`src/hw/rtl/csv_header_field_splitter_defines.svh`:
```
// assertion macros for the csv header field splitter
`ifndef CSV_HEADER_FIELD_SPLITTER_DEFINES_SVH
`define CSV_HEADER_FIELD_SPLITTER_DEFINES_SVH

`ifndef NO_ASSERTIONS

// same-cycle implication
`define CSVHFS_ASSERT_IMP(lbl, clk, rst, ante, cons) \
   lbl: assert property (@(posedge clk) disable iff (rst) (ante) |-> (cons)) \
      else $error("csvhfs check failed: same-cycle implication");

// next-cycle implication
`define CSVHFS_ASSERT_NXT(lbl, clk, rst, ante, cons) \
   lbl: assert property (@(posedge clk) disable iff (rst) (ante) |=> (cons)) \
      else $error("csvhfs check failed: next-cycle implication");

`else

`define CSVHFS_ASSERT_IMP(lbl, clk, rst, ante, cons)
`define CSVHFS_ASSERT_NXT(lbl, clk, rst, ante, cons)

`endif

`endif

```
`src/hw/rtl/csvhfs_pkg.sv`:
```
`default_nettype none

package csvhfs_pkg;

   // character codes
   localparam logic [7:0] CH_TAB   = 8'd9;
   localparam logic [7:0] CH_LF    = 8'd10;
   localparam logic [7:0] CH_CR    = 8'd13;
   localparam logic [7:0] CH_SPACE = 8'd32;
   localparam logic [7:0] CH_QUOTE = 8'd34;
   localparam logic [7:0] CH_COMMA = 8'd44;

   // result status codes
   localparam logic [1:0] ST_BYTE  = 2'd0;
   localparam logic [1:0] ST_EMPTY = 2'd1;
   localparam logic [1:0] ST_LONG  = 2'd2;

   // what an accepted beat asks of the sequencer
   typedef enum logic [1:0] {
      ACT_NONE   = 2'd0,
      ACT_SINGLE = 2'd1,
      ACT_BURST  = 2'd2
   } act_type;

   // datapath to controller
   typedef struct packed {
      act_type act;
      logic    out_free;
      logic    burst_last;
   } dp_status_type;

   // controller to datapath
   typedef struct packed {
      logic accept;
      logic load_single;
      logic fetch;
      logic send;
   } ctl_cmd_type;

   function automatic logic is_blank(input logic [7:0] c);
      return (c == CH_TAB) || (c == CH_CR) || (c == CH_LF) || (c == CH_SPACE);
   endfunction

endpackage

`default_nettype wire

```
`src/hw/rtl/csvhfs_req_if.sv`:
```
`default_nettype none

interface csvhfs_req_if;
   logic       valid;
   logic       ready;
   logic [7:0] text_byte;
   logic       end_of_text;

   modport source (output valid, text_byte, end_of_text, input ready);
   modport sink (input valid, text_byte, end_of_text, output ready);
endinterface

`default_nettype wire

```
`src/hw/rtl/csvhfs_rsp_if.sv`:
```
`default_nettype none

interface csvhfs_rsp_if;
   logic       valid;
   logic       ready;
   logic [7:0] field_byte;
   logic [7:0] column_index;
   logic       last_of_field;
   logic [1:0] status;

   modport source (output valid, field_byte, column_index, last_of_field, status,
                   input ready);
   modport sink (input valid, field_byte, column_index, last_of_field, status,
                 output ready);
endinterface

`default_nettype wire

```
`src/hw/rtl/csvhfs_ram.sv`:
```
`default_nettype none

module csvhfs_ram #(
   parameter int WIDTH = 8,
   parameter int DEPTH = 64
) (
   input  wire logic                     clock,
   input  wire logic                     wr_en,
   input  wire logic [$clog2(DEPTH)-1:0] wr_addr,
   input  wire logic [WIDTH-1:0]         wr_data,
   input  wire logic                     rd_en,
   input  wire logic [$clog2(DEPTH)-1:0] rd_addr,
   output logic      [WIDTH-1:0]         rd_data
);

   logic [WIDTH-1:0] mem_ff [DEPTH];
   logic [WIDTH-1:0] rd_data_ff;

   // one write port, one registered read port
   always_ff @(posedge clock) begin
      if (wr_en) begin
         mem_ff[wr_addr] <= wr_data;
      end
      if (rd_en) begin
         rd_data_ff <= mem_ff[rd_addr];
      end
   end

   assign rd_data = rd_data_ff;

endmodule

`default_nettype wire

```
`src/hw/rtl/csvhfs_datapath.sv`:
```
`default_nettype none

module csvhfs_datapath
   import csvhfs_pkg::*;
#(
   parameter int MAX_FIELD_BYTES = 64
) (
   input  wire logic          clock,
   input  wire logic          reset,
   input  wire logic [7:0]    req_text_byte,
   input  wire logic          req_end_of_text,
   input  wire ctl_cmd_type   cmd,
   output dp_status_type      status,
   input  wire logic          rsp_ready,
   output logic               rsp_valid,
   output logic [7:0]         rsp_field_byte,
   output logic [7:0]         rsp_column_index,
   output logic               rsp_last_of_field,
   output logic [1:0]         rsp_status
);

   localparam int ADDR_W = $clog2(MAX_FIELD_BYTES);
   localparam int LEN_W  = $clog2(MAX_FIELD_BYTES + 1);
   localparam logic [LEN_W-1:0] MAX_LEN = LEN_W'(MAX_FIELD_BYTES);

   // header scan state
   logic              quote_ff, quote_in;
   logic [LEN_W-1:0]  len_ff, len_in;
   logic [7:0]        col_ff, col_in;
   logic              stop_ff, stop_in;

   // running trim bounds of the open field
   logic              any_ff, any_in;
   logic [ADDR_W-1:0] lo_ff, lo_in;
   logic [ADDR_W-1:0] hi_ff, hi_in;
   logic              loq_ff, loq_in;
   logic              hiq_ff, hiq_in;

   // emission of a closed field
   logic [ADDR_W-1:0] ptr_ff, ptr_in;
   logic [ADDR_W-1:0] end_ff, end_in;
   logic [7:0]        ecol_ff, ecol_in;
   logic [1:0]        sst_ff, sst_in;

   // output register
   logic              ovalid_ff, ovalid_in;
   logic [7:0]        obyte_ff, obyte_in;
   logic [7:0]        ocol_ff, ocol_in;
   logic              olast_ff, olast_in;
   logic [1:0]        ost_ff, ost_in;

   logic              do_store;
   logic [ADDR_W-1:0] wr_addr;
   logic [7:0]        ram_rd;
   act_type           act;
   act_type           close_act;
   logic [1:0]        close_st;
   logic [1:0]        single_st;
   logic              strip;
   logic              narrow;
   logic [ADDR_W-1:0] start_pos;
   logic [ADDR_W-1:0] stop_pos;
   logic [7:0]        col_inc;
   logic              is_sep;

   assign wr_addr = len_ff[ADDR_W-1:0];
   assign col_inc = (col_ff != 8'hFF) ? (col_ff + 8'd1) : col_ff;
   assign is_sep  = (req_text_byte == CH_COMMA) || (req_text_byte == CH_LF);

   // outcome of closing the open field, one pair of outer quotes stripped
   assign strip     = (hi_ff > lo_ff) && loq_ff && hiq_ff;
   assign narrow    = (hi_ff == (lo_ff + ADDR_W'(1)));
   assign start_pos = strip ? (lo_ff + ADDR_W'(1)) : lo_ff;
   assign stop_pos  = strip ? (hi_ff - ADDR_W'(1)) : hi_ff;

   always_comb begin
      close_act = ACT_BURST;
      close_st  = ST_BYTE;
      if (!any_ff) begin
         close_act = ACT_SINGLE;
         close_st  = ST_EMPTY;
      end else if (strip && narrow) begin
         close_act = ACT_SINGLE;
      end
   end

   // beat decode and next scan state
   always_comb begin
      act       = ACT_NONE;
      single_st = close_st;
      do_store  = 1'b0;
      quote_in  = quote_ff;
      len_in    = len_ff;
      col_in    = col_ff;
      stop_in   = stop_ff;
      any_in    = any_ff;
      lo_in     = lo_ff;
      hi_in     = hi_ff;
      loq_in    = loq_ff;
      hiq_in    = hiq_ff;
      if (req_end_of_text) begin
         if (!stop_ff && !quote_ff) begin
            act = close_act;
         end
         quote_in = 1'b0;
         len_in   = '0;
         col_in   = '0;
         stop_in  = 1'b0;
         any_in   = 1'b0;
      end else if (stop_ff) begin
         act = ACT_NONE;
      end else if (!quote_ff && is_sep) begin
         act    = close_act;
         len_in = '0;
         any_in = 1'b0;
         if (!any_ff || (req_text_byte == CH_LF)) begin
            stop_in = 1'b1;
         end
         if (any_ff) begin
            col_in = col_inc;
         end
      end else if (len_ff >= MAX_LEN) begin
         act       = ACT_SINGLE;
         single_st = ST_LONG;
         stop_in   = 1'b1;
         len_in    = '0;
         any_in    = 1'b0;
      end else begin
         do_store = 1'b1;
         len_in   = len_ff + LEN_W'(1);
         if (req_text_byte == CH_QUOTE) begin
            quote_in = !quote_ff;
         end
         if (!is_blank(req_text_byte)) begin
            any_in = 1'b1;
            hi_in  = wr_addr;
            hiq_in = (req_text_byte == CH_QUOTE);
            if (!any_ff) begin
               lo_in  = wr_addr;
               loq_in = (req_text_byte == CH_QUOTE);
            end
         end
      end
   end

   // emission pointer and latched close results
   always_comb begin
      ptr_in  = ptr_ff;
      end_in  = end_ff;
      ecol_in = ecol_ff;
      sst_in  = sst_ff;
      if (cmd.accept) begin
         ptr_in  = start_pos;
         end_in  = stop_pos;
         ecol_in = col_ff;
         sst_in  = single_st;
      end else if (cmd.send) begin
         ptr_in = ptr_ff + ADDR_W'(1);
      end
   end

   // output register loads
   always_comb begin
      ovalid_in = ovalid_ff;
      obyte_in  = obyte_ff;
      ocol_in   = ocol_ff;
      olast_in  = olast_ff;
      ost_in    = ost_ff;
      if (cmd.load_single) begin
         ovalid_in = 1'b1;
         obyte_in  = 8'd0;
         ocol_in   = ecol_ff;
         olast_in  = 1'b1;
         ost_in    = sst_ff;
      end else if (cmd.send) begin
         ovalid_in = 1'b1;
         obyte_in  = ram_rd;
         ocol_in   = ecol_ff;
         olast_in  = (ptr_ff == end_ff);
         ost_in    = ST_BYTE;
      end else if (rsp_ready) begin
         ovalid_in = 1'b0;
      end
   end

   // control state
   always_ff @(posedge clock) begin
      if (reset) begin
         quote_ff  <= 1'b0;
         len_ff    <= '0;
         col_ff    <= '0;
         stop_ff   <= 1'b0;
         any_ff    <= 1'b0;
         ovalid_ff <= 1'b0;
      end else begin
         if (cmd.accept) begin
            quote_ff <= quote_in;
            len_ff   <= len_in;
            col_ff   <= col_in;
            stop_ff  <= stop_in;
            any_ff   <= any_in;
         end
         ovalid_ff <= ovalid_in;
      end
   end

   // payload registers
   always_ff @(posedge clock) begin
      if (cmd.accept) begin
         lo_ff  <= lo_in;
         hi_ff  <= hi_in;
         loq_ff <= loq_in;
         hiq_ff <= hiq_in;
      end
      ptr_ff   <= ptr_in;
      end_ff   <= end_in;
      ecol_ff  <= ecol_in;
      sst_ff   <= sst_in;
      obyte_ff <= obyte_in;
      ocol_ff  <= ocol_in;
      olast_ff <= olast_in;
      ost_ff   <= ost_in;
   end

   // field store
   csvhfs_ram #(
      .WIDTH (8),
      .DEPTH (MAX_FIELD_BYTES)
   ) u_field_ram (
      .clock   (clock),
      .wr_en   (cmd.accept && do_store),
      .wr_addr (wr_addr),
      .wr_data (req_text_byte),
      .rd_en   (cmd.fetch),
      .rd_addr (ptr_ff),
      .rd_data (ram_rd)
   );

   assign status.act        = act;
   assign status.out_free   = !ovalid_ff || rsp_ready;
   assign status.burst_last = (ptr_ff == end_ff);

   assign rsp_valid         = ovalid_ff;
   assign rsp_field_byte    = obyte_ff;
   assign rsp_column_index  = ocol_ff;
   assign rsp_last_of_field = olast_ff;
   assign rsp_status        = ost_ff;

endmodule

`default_nettype wire

```
`src/hw/rtl/csvhfs_ctrl.sv`:
```
`default_nettype none

module csvhfs_ctrl
   import csvhfs_pkg::*;
(
   input  wire logic          clock,
   input  wire logic          reset,
   input  wire logic          req_valid,
   output logic               req_ready,
   input  wire dp_status_type status,
   output ctl_cmd_type        cmd
);

   typedef enum logic [3:0] {
      S_IDLE   = 4'b0001,
      S_SINGLE = 4'b0010,
      S_FETCH  = 4'b0100,
      S_SEND   = 4'b1000
   } state_type;

   state_type state_ff, state_in;

   // sequencer: take a beat, then walk out whatever it closed
   always_comb begin
      state_in  = state_ff;
      req_ready = 1'b0;
      cmd       = '0;
      case (state_ff)
         S_IDLE: begin
            req_ready  = 1'b1;
            cmd.accept = req_valid;
            if (req_valid) begin
               case (status.act)
                  ACT_SINGLE: state_in = S_SINGLE;
                  ACT_BURST:  state_in = S_FETCH;
                  default:    state_in = S_IDLE;
               endcase
            end
         end
         S_SINGLE: begin
            if (status.out_free) begin
               cmd.load_single = 1'b1;
               state_in        = S_IDLE;
            end
         end
         S_FETCH: begin
            cmd.fetch = 1'b1;
            state_in  = S_SEND;
         end
         S_SEND: begin
            if (status.out_free) begin
               cmd.send = 1'b1;
               state_in = status.burst_last ? S_IDLE : S_FETCH;
            end
         end
         default: begin
            state_in = S_IDLE;
         end
      endcase
   end

   always_ff @(posedge clock) begin
      if (reset) begin
         state_ff <= S_IDLE;
      end else begin
         state_ff <= state_in;
      end
   end

endmodule

`default_nettype wire

```
`src/hw/rtl/csv_header_field_splitter.sv`:
```
// CSV header field splitter. Header text comes in one byte per req beat; an
// end_of_text beat closes any open unquoted field and rearms the block for the
// next header. Each closed field is trimmed of tab, CR, LF and space, loses
// one pair of outer quotes, and goes out one rsp beat per byte with its column
// index and a last marker; empty and overlong fields give one error beat and
// stop the header until end_of_text. A beat that gives a single result (error
// or quoted empty name) has it loaded into the output register once that is
// free; for a beat that closes a field, each byte is read from the field RAM
// (registered read) in the fetch state and loaded into the output register in
// the send state, which waits while the output is held. No input is taken
// while a closed field is being sent. The field store needs no clearing after
// reset.
`default_nettype none

`include "csv_header_field_splitter_defines.svh"

module csv_header_field_splitter
   import csvhfs_pkg::*;
#(
   parameter int MAX_FIELD_BYTES = 64
) (
   input  wire logic  clock,
   input  wire logic  reset,
   csvhfs_req_if.sink   req_chan,
   csvhfs_rsp_if.source rsp_chan
);

   ctl_cmd_type   cmd;
   dp_status_type status;

   // sequencer
   csvhfs_ctrl u_ctrl (
      .clock     (clock),
      .reset     (reset),
      .req_valid (req_chan.valid),
      .req_ready (req_chan.ready),
      .status    (status),
      .cmd       (cmd)
   );

   // scan state, field store and output register
   csvhfs_datapath #(
      .MAX_FIELD_BYTES (MAX_FIELD_BYTES)
   ) u_datapath (
      .clock             (clock),
      .reset             (reset),
      .req_text_byte     (req_chan.text_byte),
      .req_end_of_text   (req_chan.end_of_text),
      .cmd               (cmd),
      .status            (status),
      .rsp_ready         (rsp_chan.ready),
      .rsp_valid         (rsp_chan.valid),
      .rsp_field_byte    (rsp_chan.field_byte),
      .rsp_column_index  (rsp_chan.column_index),
      .rsp_last_of_field (rsp_chan.last_of_field),
      .rsp_status        (rsp_chan.status)
   );

   // error beats carry a zero byte and close the field
   `CSVHFS_ASSERT_IMP(a_err_shape, clock, reset, rsp_chan.valid && (rsp_chan.status != ST_BYTE), rsp_chan.last_of_field && (rsp_chan.field_byte == 8'd0))

   // a sent byte shows up on the output in the next cycle
   `CSVHFS_ASSERT_NXT(a_send_shows, clock, reset, cmd.send || cmd.load_single, rsp_chan.valid)

   // no input is taken while a field is being walked out
   `CSVHFS_ASSERT_IMP(a_no_take_busy, clock, reset, cmd.fetch || cmd.send || cmd.load_single, !req_chan.ready)

   // status is one of the three result codes
   `CSVHFS_ASSERT_IMP(a_status_code, clock, reset, rsp_chan.valid, (rsp_chan.status == ST_BYTE) || (rsp_chan.status == ST_EMPTY) || (rsp_chan.status == ST_LONG))

endmodule

`default_nettype wire
```
`src/flat_wrapper.sv`:
```
// flat-port wrapper written by rule: the top's interface ports become plain ports
module csv_header_field_splitter_flat import csvhfs_pkg::*;
#(
   parameter int MAX_FIELD_BYTES = 64
)
  (clock, reset, req_chan_valid, req_chan_text_byte, req_chan_end_of_text, req_chan_ready, rsp_chan_valid, rsp_chan_field_byte, rsp_chan_column_index, rsp_chan_last_of_field, rsp_chan_status, rsp_chan_ready);
  csvhfs_req_if req_chan_i ();
  csvhfs_rsp_if rsp_chan_i ();
  input  wire logic clock;
  input  wire logic reset;
  input wire logic [$bits(req_chan_i.valid)-1:0] req_chan_valid;
  input wire logic [$bits(req_chan_i.text_byte)-1:0] req_chan_text_byte;
  input wire logic [$bits(req_chan_i.end_of_text)-1:0] req_chan_end_of_text;
  output wire logic [$bits(req_chan_i.ready)-1:0] req_chan_ready;
  output wire logic [$bits(rsp_chan_i.valid)-1:0] rsp_chan_valid;
  output wire logic [$bits(rsp_chan_i.field_byte)-1:0] rsp_chan_field_byte;
  output wire logic [$bits(rsp_chan_i.column_index)-1:0] rsp_chan_column_index;
  output wire logic [$bits(rsp_chan_i.last_of_field)-1:0] rsp_chan_last_of_field;
  output wire logic [$bits(rsp_chan_i.status)-1:0] rsp_chan_status;
  input wire logic [$bits(rsp_chan_i.ready)-1:0] rsp_chan_ready;
  assign req_chan_i.valid = req_chan_valid;
  assign req_chan_i.text_byte = req_chan_text_byte;
  assign req_chan_i.end_of_text = req_chan_end_of_text;
  assign req_chan_ready = req_chan_i.ready;
  assign rsp_chan_valid = rsp_chan_i.valid;
  assign rsp_chan_field_byte = rsp_chan_i.field_byte;
  assign rsp_chan_column_index = rsp_chan_i.column_index;
  assign rsp_chan_last_of_field = rsp_chan_i.last_of_field;
  assign rsp_chan_status = rsp_chan_i.status;
  assign rsp_chan_i.ready = rsp_chan_ready;
  csv_header_field_splitter #(.MAX_FIELD_BYTES(MAX_FIELD_BYTES)) u_core (.clock(clock), .reset(reset), .req_chan(req_chan_i), .rsp_chan(rsp_chan_i));
endmodule
```
`config.mk`:
```
export PLATFORM = sky130hd
export DESIGN_NAME = csv_header_field_splitter_flat
export DESIGN_NICKNAME = d
export VERILOG_FILES = /design/src/hw/rtl/csvhfs_pkg.sv /design/src/hw/rtl/csvhfs_req_if.sv /design/src/hw/rtl/csvhfs_rsp_if.sv /design/src/hw/rtl/csvhfs_ram.sv /design/src/hw/rtl/csvhfs_datapath.sv /design/src/hw/rtl/csvhfs_ctrl.sv /design/src/hw/rtl/csv_header_field_splitter.sv /design/src/flat_wrapper.sv
export VERILOG_INCLUDE_DIRS = /design/src /design/src/hw/rtl
export SDC_FILE = /design/constraint.sdc
export NUM_CORES = 1
export LEC_CHECK = 0
export ABC_AREA = 0
export BUFFER_PORTS_ARGS = -buffer_cell sky130_fd_sc_hd__buf_4
export CORE_ASPECT_RATIO = 0.9
export CORE_MARGIN = 2
export CORE_UTILIZATION = 36
export DETAILED_ROUTE_END_ITERATION = 12
export SLEW_MARGIN = 10
export SYNTH_ARGS = -nofsm -noshare
export SYNTH_HDL_FRONTEND = slang
export SYNTH_SLANG_ARGS = --single-unit
```
`constraint.sdc`:
```
create_clock -name clock -period 5.29 [get_ports clock]
set_input_delay 0 -clock clock [delete_from_list [all_inputs] [get_ports clock]]
set_output_delay 0 -clock clock [all_outputs]
set_load 0.02 [all_outputs]
```
==> metrics.cfg, run 1 <==
[sta]
fin_ws_ps = 973
finalMaxSlewViolations = 0
finalCriticalPeriod_ps = 4320
worst_pin_slew_ps = 1180
rsz0062_at_grt = false
finClkSkew_ps = 21.0
finalHoldViolations = 0
post-route-period-util = 0.816
finalSetupViolCount = 0
max_freq_ghz = 0.232
setup_tns_ps = 0
timing.slew.headroom = 0.212

[die]
die-width_microns = 276
start_util = 0.366
core_area_sq_mm = 0.0658
ioPinCount = 34
rows = 89
die_area_sq_mm = 0.0689
die_height_microns = 249

[routing]
viasPerCell = 5.55
first_pass_iters = 6
drc = 0
wire_per_inst_microns = 24.8
drt-initial-drc-count = 1428
ant_nets = 0
drt_wl_total_mm = 57.6
vias = 12902

[layout]
layout-drive-gt1-share = 0.244
seqCellArea_sq_mm = 0.0176
insertedDiodeCount = 0
area_growth_pct = 15.5
multiInputGateArea_sq_mm = 0.00610
fin_util = 0.422
layout.cells.non_filler = 2323
n_fill_cell = 5754
finalNetCount = 1440
finalInstanceArea_sq_mm = 0.0278

[hold_path]
hp-start = reset
hp-class = in2reg

[synth]
ys_ff_latch = 598
synth_area_leader_cell = edfxtp_1
yosysTopAreaCellShare = 0.707
synth.avg_cell_area_sq_um = 18.5
synth_edf_count = 566
yosysSeqAreaShare = 0.733
ys.flop_type = edfxtp_1
syn_inst = 1301
syn_nets = 1328
yosys.cell_types.count = 63
yosys_warnings = 0
synthArstFlopShare = 0
synthTopCellsByArea = edfxtp_1 71%, mux4_2 12%, dfxtp_1 2.7%
synth_area_sq_mm = 0.0241

[worst_setup_path]
critPathLaunchType = register
regToRegSetupSlack_ps = 970
critical_path.max_fanout = 12
crit_required_ps = 5520
startpoint = u_core.u_ctrl.state_ff[0]$_SDFFE_PP1P_
cp-end-kind = register
r2r-start = u_core.u_ctrl.state_ff[0]$_SDFFE_PP1P_
cp.arrival_ps = 4550
critPathKind = reg2reg

[grt]
grt_pass1_wl_mm = 85.7
grt_max_degree = 65
antenna_found_initial = 2
grtUsageTotal = 0.166
gr-total-overflow = 0
grt_pass1_vias = 13017

[cts]
cts_tree = done
clock_latency_ps = 620
clockBufferDepth = 3
cts_buffers = 57
clock_sinks = 598
cts.clk_slew.worst_paths_ps = 60
postCtsSetupRepairBufs = 0
clock-root-buffer = clkbuf_16
cts_max_level = 2

[placed_design]
hpwl_mm = 37.5
place_area_sq_mm = 0.0258
routabilityCongestion = 0.842
portBuffers = 33
pre_cts_slack_ps = 1100
dp_cells = 2203

[run_status]
status = finished, final reports clean

[power_and_ir_drop]
p_leak_uw = 0.00884
vdd_ir_drop_max_v = 0.000275
powerDensity_mw_per_mm2 = 377

[job]
drv_cap = 0

==> cells by family (layout without fill, tap and decap cells) <==
group           after synthesis  after routing  synth area share
flops                       598            598             0.733
simple gates                266            266            0.0613
mux                         162            162             0.134
compound gates              132            132            0.0366
buf+inv                     101            259            0.0174
xor+xnor                     28             28            0.0102
fa+ha+maj                    14             14           0.00728
==> cell usage in the layout (no fill, tap or decap), drive strengths merged, types with 14 or more instances in the layout <==
cell,instances
nor2,42
ha,14
dfxtp,32
o21ai,27
nor3,37
xnor2,22
clkinv,26
nand3,18
a22oi,17
inv,19
clkbuf,73
mux2i,32
nor4,37
nand2,44
edfxtp,566
dlygate4sd3,15
a21oi,24
buf,121
mux4,128
==> registers in the layout, summed over array words and instances, names as in the netlist <==
register / flops
u_core.u_datapath.len_ff: 7
u_core.u_datapath.u_field_ram.mem_ff: 512
u_core.u_datapath.rsp_column_index: 8
u_core.u_datapath.lo_ff: 6
u_core.u_datapath.sst_ff: 2
u_core.u_datapath.ecol_ff: 8
u_core.u_datapath.loq_ff: 1
u_core.u_ctrl.state_ff: 4
u_core.u_datapath.quote_ff: 1
u_core.u_datapath.rsp_last_of_field: 1
u_core.u_datapath.rsp_valid: 1
u_core.u_datapath.any_ff: 1
u_core.u_datapath.hiq_ff: 1
u_core.u_datapath.hi_ff: 6
u_core.u_datapath.rsp_field_byte: 8
u_core.u_datapath.end_ff: 6
u_core.u_datapath.col_ff: 8
u_core.u_datapath.ptr_ff: 6
u_core.u_datapath.rsp_status: 2
u_core.u_datapath.u_field_ram.rd_data: 8
u_core.u_datapath.stop_ff: 1
==> through the flow <==
step           hold slack [ps]  power [uW]
6_report                   262       10500
5_1_grt                    271       10800
4_1_cts                    235       10500
3_5_place_dp               282        6620
3_3_place_gp               272        6610
2_1_floorplan             98.9        6120
==> synth_stat cells (16+ instances only) <==
| library cell | n |
|---|---|
| a21oi_1 | 24 |
| a22oi_1 | 17 |
| buf_2 | 22 |
| clkbuf_1 | 47 |
| dfxtp_1 | 32 |
| edfxtp_1 | 566 |
| inv_1 | 16 |
| mux2i_1 | 32 |
| mux4_2 | 128 |
| nand2_1 | 44 |
| nand3_1 | 18 |
| nor2_1 | 42 |
| nor3_1 | 37 |
| nor4_1 | 37 |
| o21ai_0 | 27 |
| xnor2_1 | 22 |
==> power breakdown <==
part	leakage, uW	switching (uW)	internal [uW]
Clock	0.000866	1730	2200
Sequential	0.00538	78.7	5240
Combinational	0.00259	745	479
Total	0.00884	2560	7920
==> area by class of cell <==
class | instances | share of cell area
timing repair buffer | 136 | 0.0399
multi-input combinational | 602 | 0.220
clock inverter | 32 | 0.00982
clock buffer | 73 | 0.0542
inverter | 18 | 0.00243
tap | 864 | 0.0389
sequential | 598 | 0.635
==> worst paths after layout <==
| kind | cells past startpoint | to |
|---|---|---|
| setup reg to reg | 6 | u_core.u_datapath.u_field_ram.mem_ff[2][5]$_DFFE_PP_ |
| hold / removal | 3 | u_core.u_datapath.col_ff[0]$_SDFFE_PP0P_ |
| hold reg to reg | 0 | u_core.u_datapath.rsp_column_index[6]$_DFFE_PP_ |
| setup / recovery | 6 | u_core.u_datapath.u_field_ram.mem_ff[2][5]$_DFFE_PP_ |
==> layer usage <==
layer  part of all wire  vias to the layer above  GRT usage  wire [microns]
met3              0.089                      122     0.0418            5110
met4              0.031                        2     0.0582            1780
met5            0.00019                        -          0              11
met1               0.45                     6670      0.244           25700
met2               0.43                      545      0.240           25000
li1                   -                     5563          -               -
==> critical path, cell delays in order, from the launching register on <==
cell	delay, ps
dfxtp_1	510
nor4b_4	400
nand2_1	310
nor2_1	390
nand4_1	920
buf_4	530
nor4_2	850
==> repair_timing <==
| item | in CTS | in global routing |
|---|---|---|
| hold endpoints to repair | 154 | 0 |
| resized for setup | 0 | 0 |
| hold buffers | 15 | 0 |
No activity file was read; power rests on OpenSTA's default activity.
==> run 2: changes to the inputs <==
Clock period 5.29 ns to 3.86 ns, I/O delays scaled along.
==> metrics.cfg, run 2 (same netlist as run 1, synthesis figures left out) <==
[placed_design]
hpwl_mm = 36.8
portBuffers = 33
routabilityCongestion = 0.871

[cts]
clock_latency_ps = 630
cts_max_level = 2
cts_buffers = 56
cts_tree = done
cts.clk_slew.worst_paths_ps = 60
clock-root-buffer = clkbuf_16
cts-resized-gates = 0
clock_sinks = 598
postCtsSetupRepairBufs = 0
clockBufferDepth = 3

[sta]
post-route-period-util = 0.899
finalHoldViolations = 0
worst_pin_slew_ps = 1110
holdWs_ps = 60.6
finalMaxSlewViolations = 0
setup_tns_ps = 0
timing.slew.headroom = 0.261
rsz0062_at_grt = false
finalSetupViolCount = 0
finalCriticalPeriod_ps = 3470
max_freq_ghz = 0.288
finClkSkew_ps = 25.1

[worst_setup_path]
critPathKind = reg2reg
critPathLaunchType = register
cp.arrival_ps = 3970
rr_worst_depth = 13
cp-end-kind = register
critical_path.max_fanout = 12
crit_required_ps = 4360
timing.rr.end = u_core.u_ctrl.state_ff[0]$_SDFFE_PP1P_
endpoint = u_core.u_ctrl.state_ff[0]$_SDFFE_PP1P_
r2r-start = u_core.u_datapath.lo_ff[3]$_DFFE_PP_
startpoint = u_core.u_datapath.lo_ff[3]$_DFFE_PP_
regToRegSetupSlack_ps = 390

[grt]
grt_pass1_vias = 12967
grtUsageTotal = 0.166
gr-total-overflow = 0
grt_pass1_wl_mm = 85.5
grt_max_degree = 65
antenna_found_initial = 1

[layout]
mostFrequentLayoutCells = 566 x edfxtp_1, 144 x buf_4, 128 x mux4_2, 56 x clkbuf_16, 44 x nand2_1
area_growth_pct = 15.8
layout-drive-gt1-share = 0.250
n_fill_cell = 5755
insertedDiodeCount = 0
largest_reg_flops = 512
fin_util = 0.423
finalNetCount = 1467
final_common_cell = edfxtp_1
largest_register = u_core.u_datapath.u_field_ram.mem_ff

[routing]
drt_wl_total_mm = 57.6
drt-initial-drc-count = 1507
drc = 0
ant_nets = 0
first_pass_iters = 5
vias = 12939
viasPerCell = 5.52
wire_per_inst_microns = 24.6

[power_and_ir_drop]
p_leak_uw = 0.00893
vdd_ir_drop_max_v = 0.000387
finalPower_uw = 14100
powerDensity_mw_per_mm2 = 507

[hold_path]
hp-class = in2reg
hp-start = req_chan_text_byte[7]
holdPathStages = 6

[job]
drv_cap = 0

[run_status]
status = finished, final reports clean

[die]
start_util = 0.366
die_area_sq_mm = 0.0689
ioPinCount = 34
core_area_sq_mm = 0.0658
rows = 89
die-width_microns = 276
die_height_microns = 249

[run 2: worst min-delay path by stage]
stage | end | slack [ps]
3_5_place_dp | u_core.u_datapath.col_ff[0]$_SDFFE_PP0P_ | 280
5_1_grt | u_core.u_datapath.any_ff$_SDFFE_PP0P_ | 100
2_1_floorplan | u_core.u_datapath.u_field_ram.mem_ff[0][0]$_DFFE_PP_ | 100
4_1_cts | u_core.u_datapath.any_ff$_SDFFE_PP0P_ | 30
6_report | u_core.u_datapath.any_ff$_SDFFE_PP0P_ | 60
3_3_place_gp | u_core.u_datapath.col_ff[0]$_SDFFE_PP0P_ | 270
[run 2: repair_timing]
item                                    CTS  global route
hold endpoints to repair                120             0
endpoints found under the setup margin    0             0
hold buffers                             14             0
[run 2: per-layer routing]
| metal | track usage | wire (microns) | share of wire |
|---|---|---|---|
| met1 | 0.241 | 25200 | 0.44 |
| met2 | 0.248 | 26000 | 0.45 |
| met5 | 0 | 13 | 0.00023 |
| met3 | 0.0469 | 5280 | 0.092 |
| met4 | 0.0389 | 1190 | 0.021 |
[run 2: worst max-delay path: stages, from the launching register on]
cell and delay, ps:
edfxtp_1 470, inv_1 100, ha_1 320, nand3_1 70
a21boi_0 270, o31a_1 490, nand4_1 290, a311o_1 430
ha_1 280, nor2_1 80, mux2i_1 70, or2_2 280
a21oi_1 110, o21ai_0 80
[run 2: stage by stage]
stage / area (sq um) / worst slack (ps) / std cells
global route: 27900 / 208 / 2345
global placement: 26000 / 491 / 2232
detailed placement: 26000 / 445 / 2232
floorplan: 24100 / 871 / 1301
CTS: 27900 / 431 / 2345
finish: 27900 / 391 / 2345
[run 2: final cells by class]
| class | instances | area [sq um] | area share |
|---|---|---|---|
| clock buffers | 69 | 1450 | 0.0521 |
| clock inverters | 30 | 221 | 0.00795 |
| inverters | 18 | 67.6 | 0.00243 |
| multi-input cells | 602 | 6060 | 0.217 |
| flip-flops and latches | 598 | 17600 | 0.633 |
| well taps | 864 | 1080 | 0.0388 |
| repair buffers | 164 | 1340 | 0.0481 |
[run 2: where the power goes]
part / total (uW) / internal [uW] / switching [uW]
Sequential: 7260 / 7180 / 87.4
Clock: 5150 / 2790 / 2360
Combinational: 1720 / 679 / 1040
==> run 3: changes to the inputs <==
Clock period 3.86 ns to 3.8 ns, I/O delays scaled along.
==> metrics.cfg, run 3 (same netlist as run 1, synthesis figures left out) <==
[layout]
largest_register = u_core.u_datapath.u_field_ram.mem_ff
largest_reg_flops = 512
layout-drive-gt1-share = 0.250
area_growth_pct = 15.6
fin_util = 0.423
mostFrequentLayoutCells = 566 x edfxtp_1, 136 x buf_4, 128 x mux4_2, 57 x clkbuf_16, 44 x nand2_1
finalInstanceArea_sq_mm = 0.0278
final_common_cell = edfxtp_1
finalNetCount = 1457
n_fill_cell = 5724
insertedDiodeCount = 0
layout.cells.non_filler = 2339

[sta]
finalSetupViolCount = 0
finalCriticalPeriod_ps = 3160
setup_tns_ps = 0
max_freq_ghz = 0.317
worst_pin_slew_ps = 1120
rsz0062_at_grt = false
timing.slew.headroom = 0.253
post-route-period-util = 0.831
finalHoldViolations = 0
fin_ws_ps = 643
finClkSkew_ps = 22.8
finalMaxSlewViolations = 0

[cts]
cts.clk_slew.worst_paths_ps = 60
postCtsSetupRepairBufs = 0
cts-resized-gates = 0
cts_max_level = 2
clock-root-buffer = clkbuf_16
cts_buffers = 57
clock_sinks = 598
clockBufferDepth = 3
cts_tree = done
clock_latency_ps = 620

[placed_design]
place_area_sq_mm = 0.0260
pre_cts_slack_ps = 739
hpwl_mm = 36.3
routabilityCongestion = 0.859
portBuffers = 33
dp_cells = 2223

[routing]
ant_nets = 0
vias = 12928
drt-initial-drc-count = 1446
drc = 0
drt_wl_total_mm = 57.3
wire_per_inst_microns = 24.5
first_pass_iters = 6
viasPerCell = 5.53

[worst_setup_path]
critical_path.max_fanout = 6
crit_required_ps = 4300
critPathKind = reg2reg
endpoint = u_core.u_ctrl.state_ff[0]$_SDFFE_PP1P_
r2r-start = u_core.u_datapath.lo_ff[0]$_DFFE_PP_
rr_worst_depth = 12
cp.arrival_ps = 3660
cp-end-kind = register
critPathLaunchType = register
regToRegSetupSlack_ps = 640
timing.rr.end = u_core.u_ctrl.state_ff[0]$_SDFFE_PP1P_
startpoint = u_core.u_datapath.lo_ff[0]$_DFFE_PP_

[die]
die-width_microns = 276
die_area_sq_mm = 0.0689
die_height_microns = 249
start_util = 0.366
ioPinCount = 34
rows = 89
core_area_sq_mm = 0.0658

[hold_path]
hp-class = in2reg
holdPathStages = 4

[power_and_ir_drop]
p_leak_uw = 0.00892
powerDensity_mw_per_mm2 = 519
vdd_ir_drop_max_v = 0.000339

[grt]
grt_pass1_vias = 12886
grtUsageTotal = 0.166
antenna_found_initial = 2
grt_pass1_wl_mm = 85.1
grt_max_degree = 76
gr-total-overflow = 0

[job]
drv_cap = 0

[run_status]
status = finished, final reports clean

[run 3: timing repair]
item | in CTS | in global routing
hold buffers | 12 | 0
hold endpoints to repair | 85 | 0
setup endpoints to repair | 0 | 0
[run 3: where the power goes]
group | leakage, uW | internal [uW] | switching, uW
logic | 0.00269 | 673 | 1040
clock network | 0.000849 | 2950 | 2410
registers | 0.00538 | 7290 | 78.3
total | 0.00892 | 10900 | 3520
[run 3: how the worst min path moves through the flow]
stage,startpoint,end,slack (ps)
after global routing,req_chan_text_byte[2],u_core.u_datapath.hiq_ff$_DFFE_PP_,70
after CTS,req_chan_text_byte[2],u_core.u_datapath.hiq_ff$_DFFE_PP_,4
after global placement,reset,u_core.u_datapath.col_ff[0]$_SDFFE_PP0P_,270
final,req_chan_text_byte[2],u_core.u_datapath.hiq_ff$_DFFE_PP_,70
after detailed placement,reset,u_core.u_datapath.col_ff[0]$_SDFFE_PP0P_,280
after floorplan,req_chan_text_byte[0],u_core.u_datapath.u_field_ram.mem_ff[0][0]$_DFFE_PP_,100
[run 3: through the flow]
stage	hold WS [ps]	power, uW
final	67.4	14400
after global placement	273	9190
after floorplan	98.9	8520
after global routing	69.2	14900
after detailed placement	277	9210
after CTS	4.00	14600
[run 3: metal layers]
| layer | vias up | global-route usage | part of all wire |
|---|---|---|---|
| met5 | - | 0 | 0.00021 |
| met1 | 6714 | 0.239 | 0.44 |
| met4 | 2 | 0.0475 | 0.024 |
| li1 | 5591 | - | - |
| met3 | 100 | 0.0447 | 0.089 |
| met2 | 521 | 0.247 | 0.45 |
[run 3: area by class of cell]
cell class,instances,area (sq um),area share
inverters,18,67.6,0.00243
multi-input cells,602,6060,0.218
well taps,864,1080,0.0389
clock buffers,67,1460,0.0526
repair buffers,153,1240,0.0446
clock inverters,37,270,0.00971
flip-flops and latches,598,17600,0.634
[run 3: worst max-delay path, cell delays in order, from the launching register on]
cell and delay [ps]:
edfxtp_1 450, ha_1 300, nor2b_1 160, or3_1 320, a31oi_1 200, nand4_1 240
a311o_1 430, ha_1 290, nor2_1 90, mux2i_1 70, or2_2 280, a21oi_1 120
o21ai_0 90
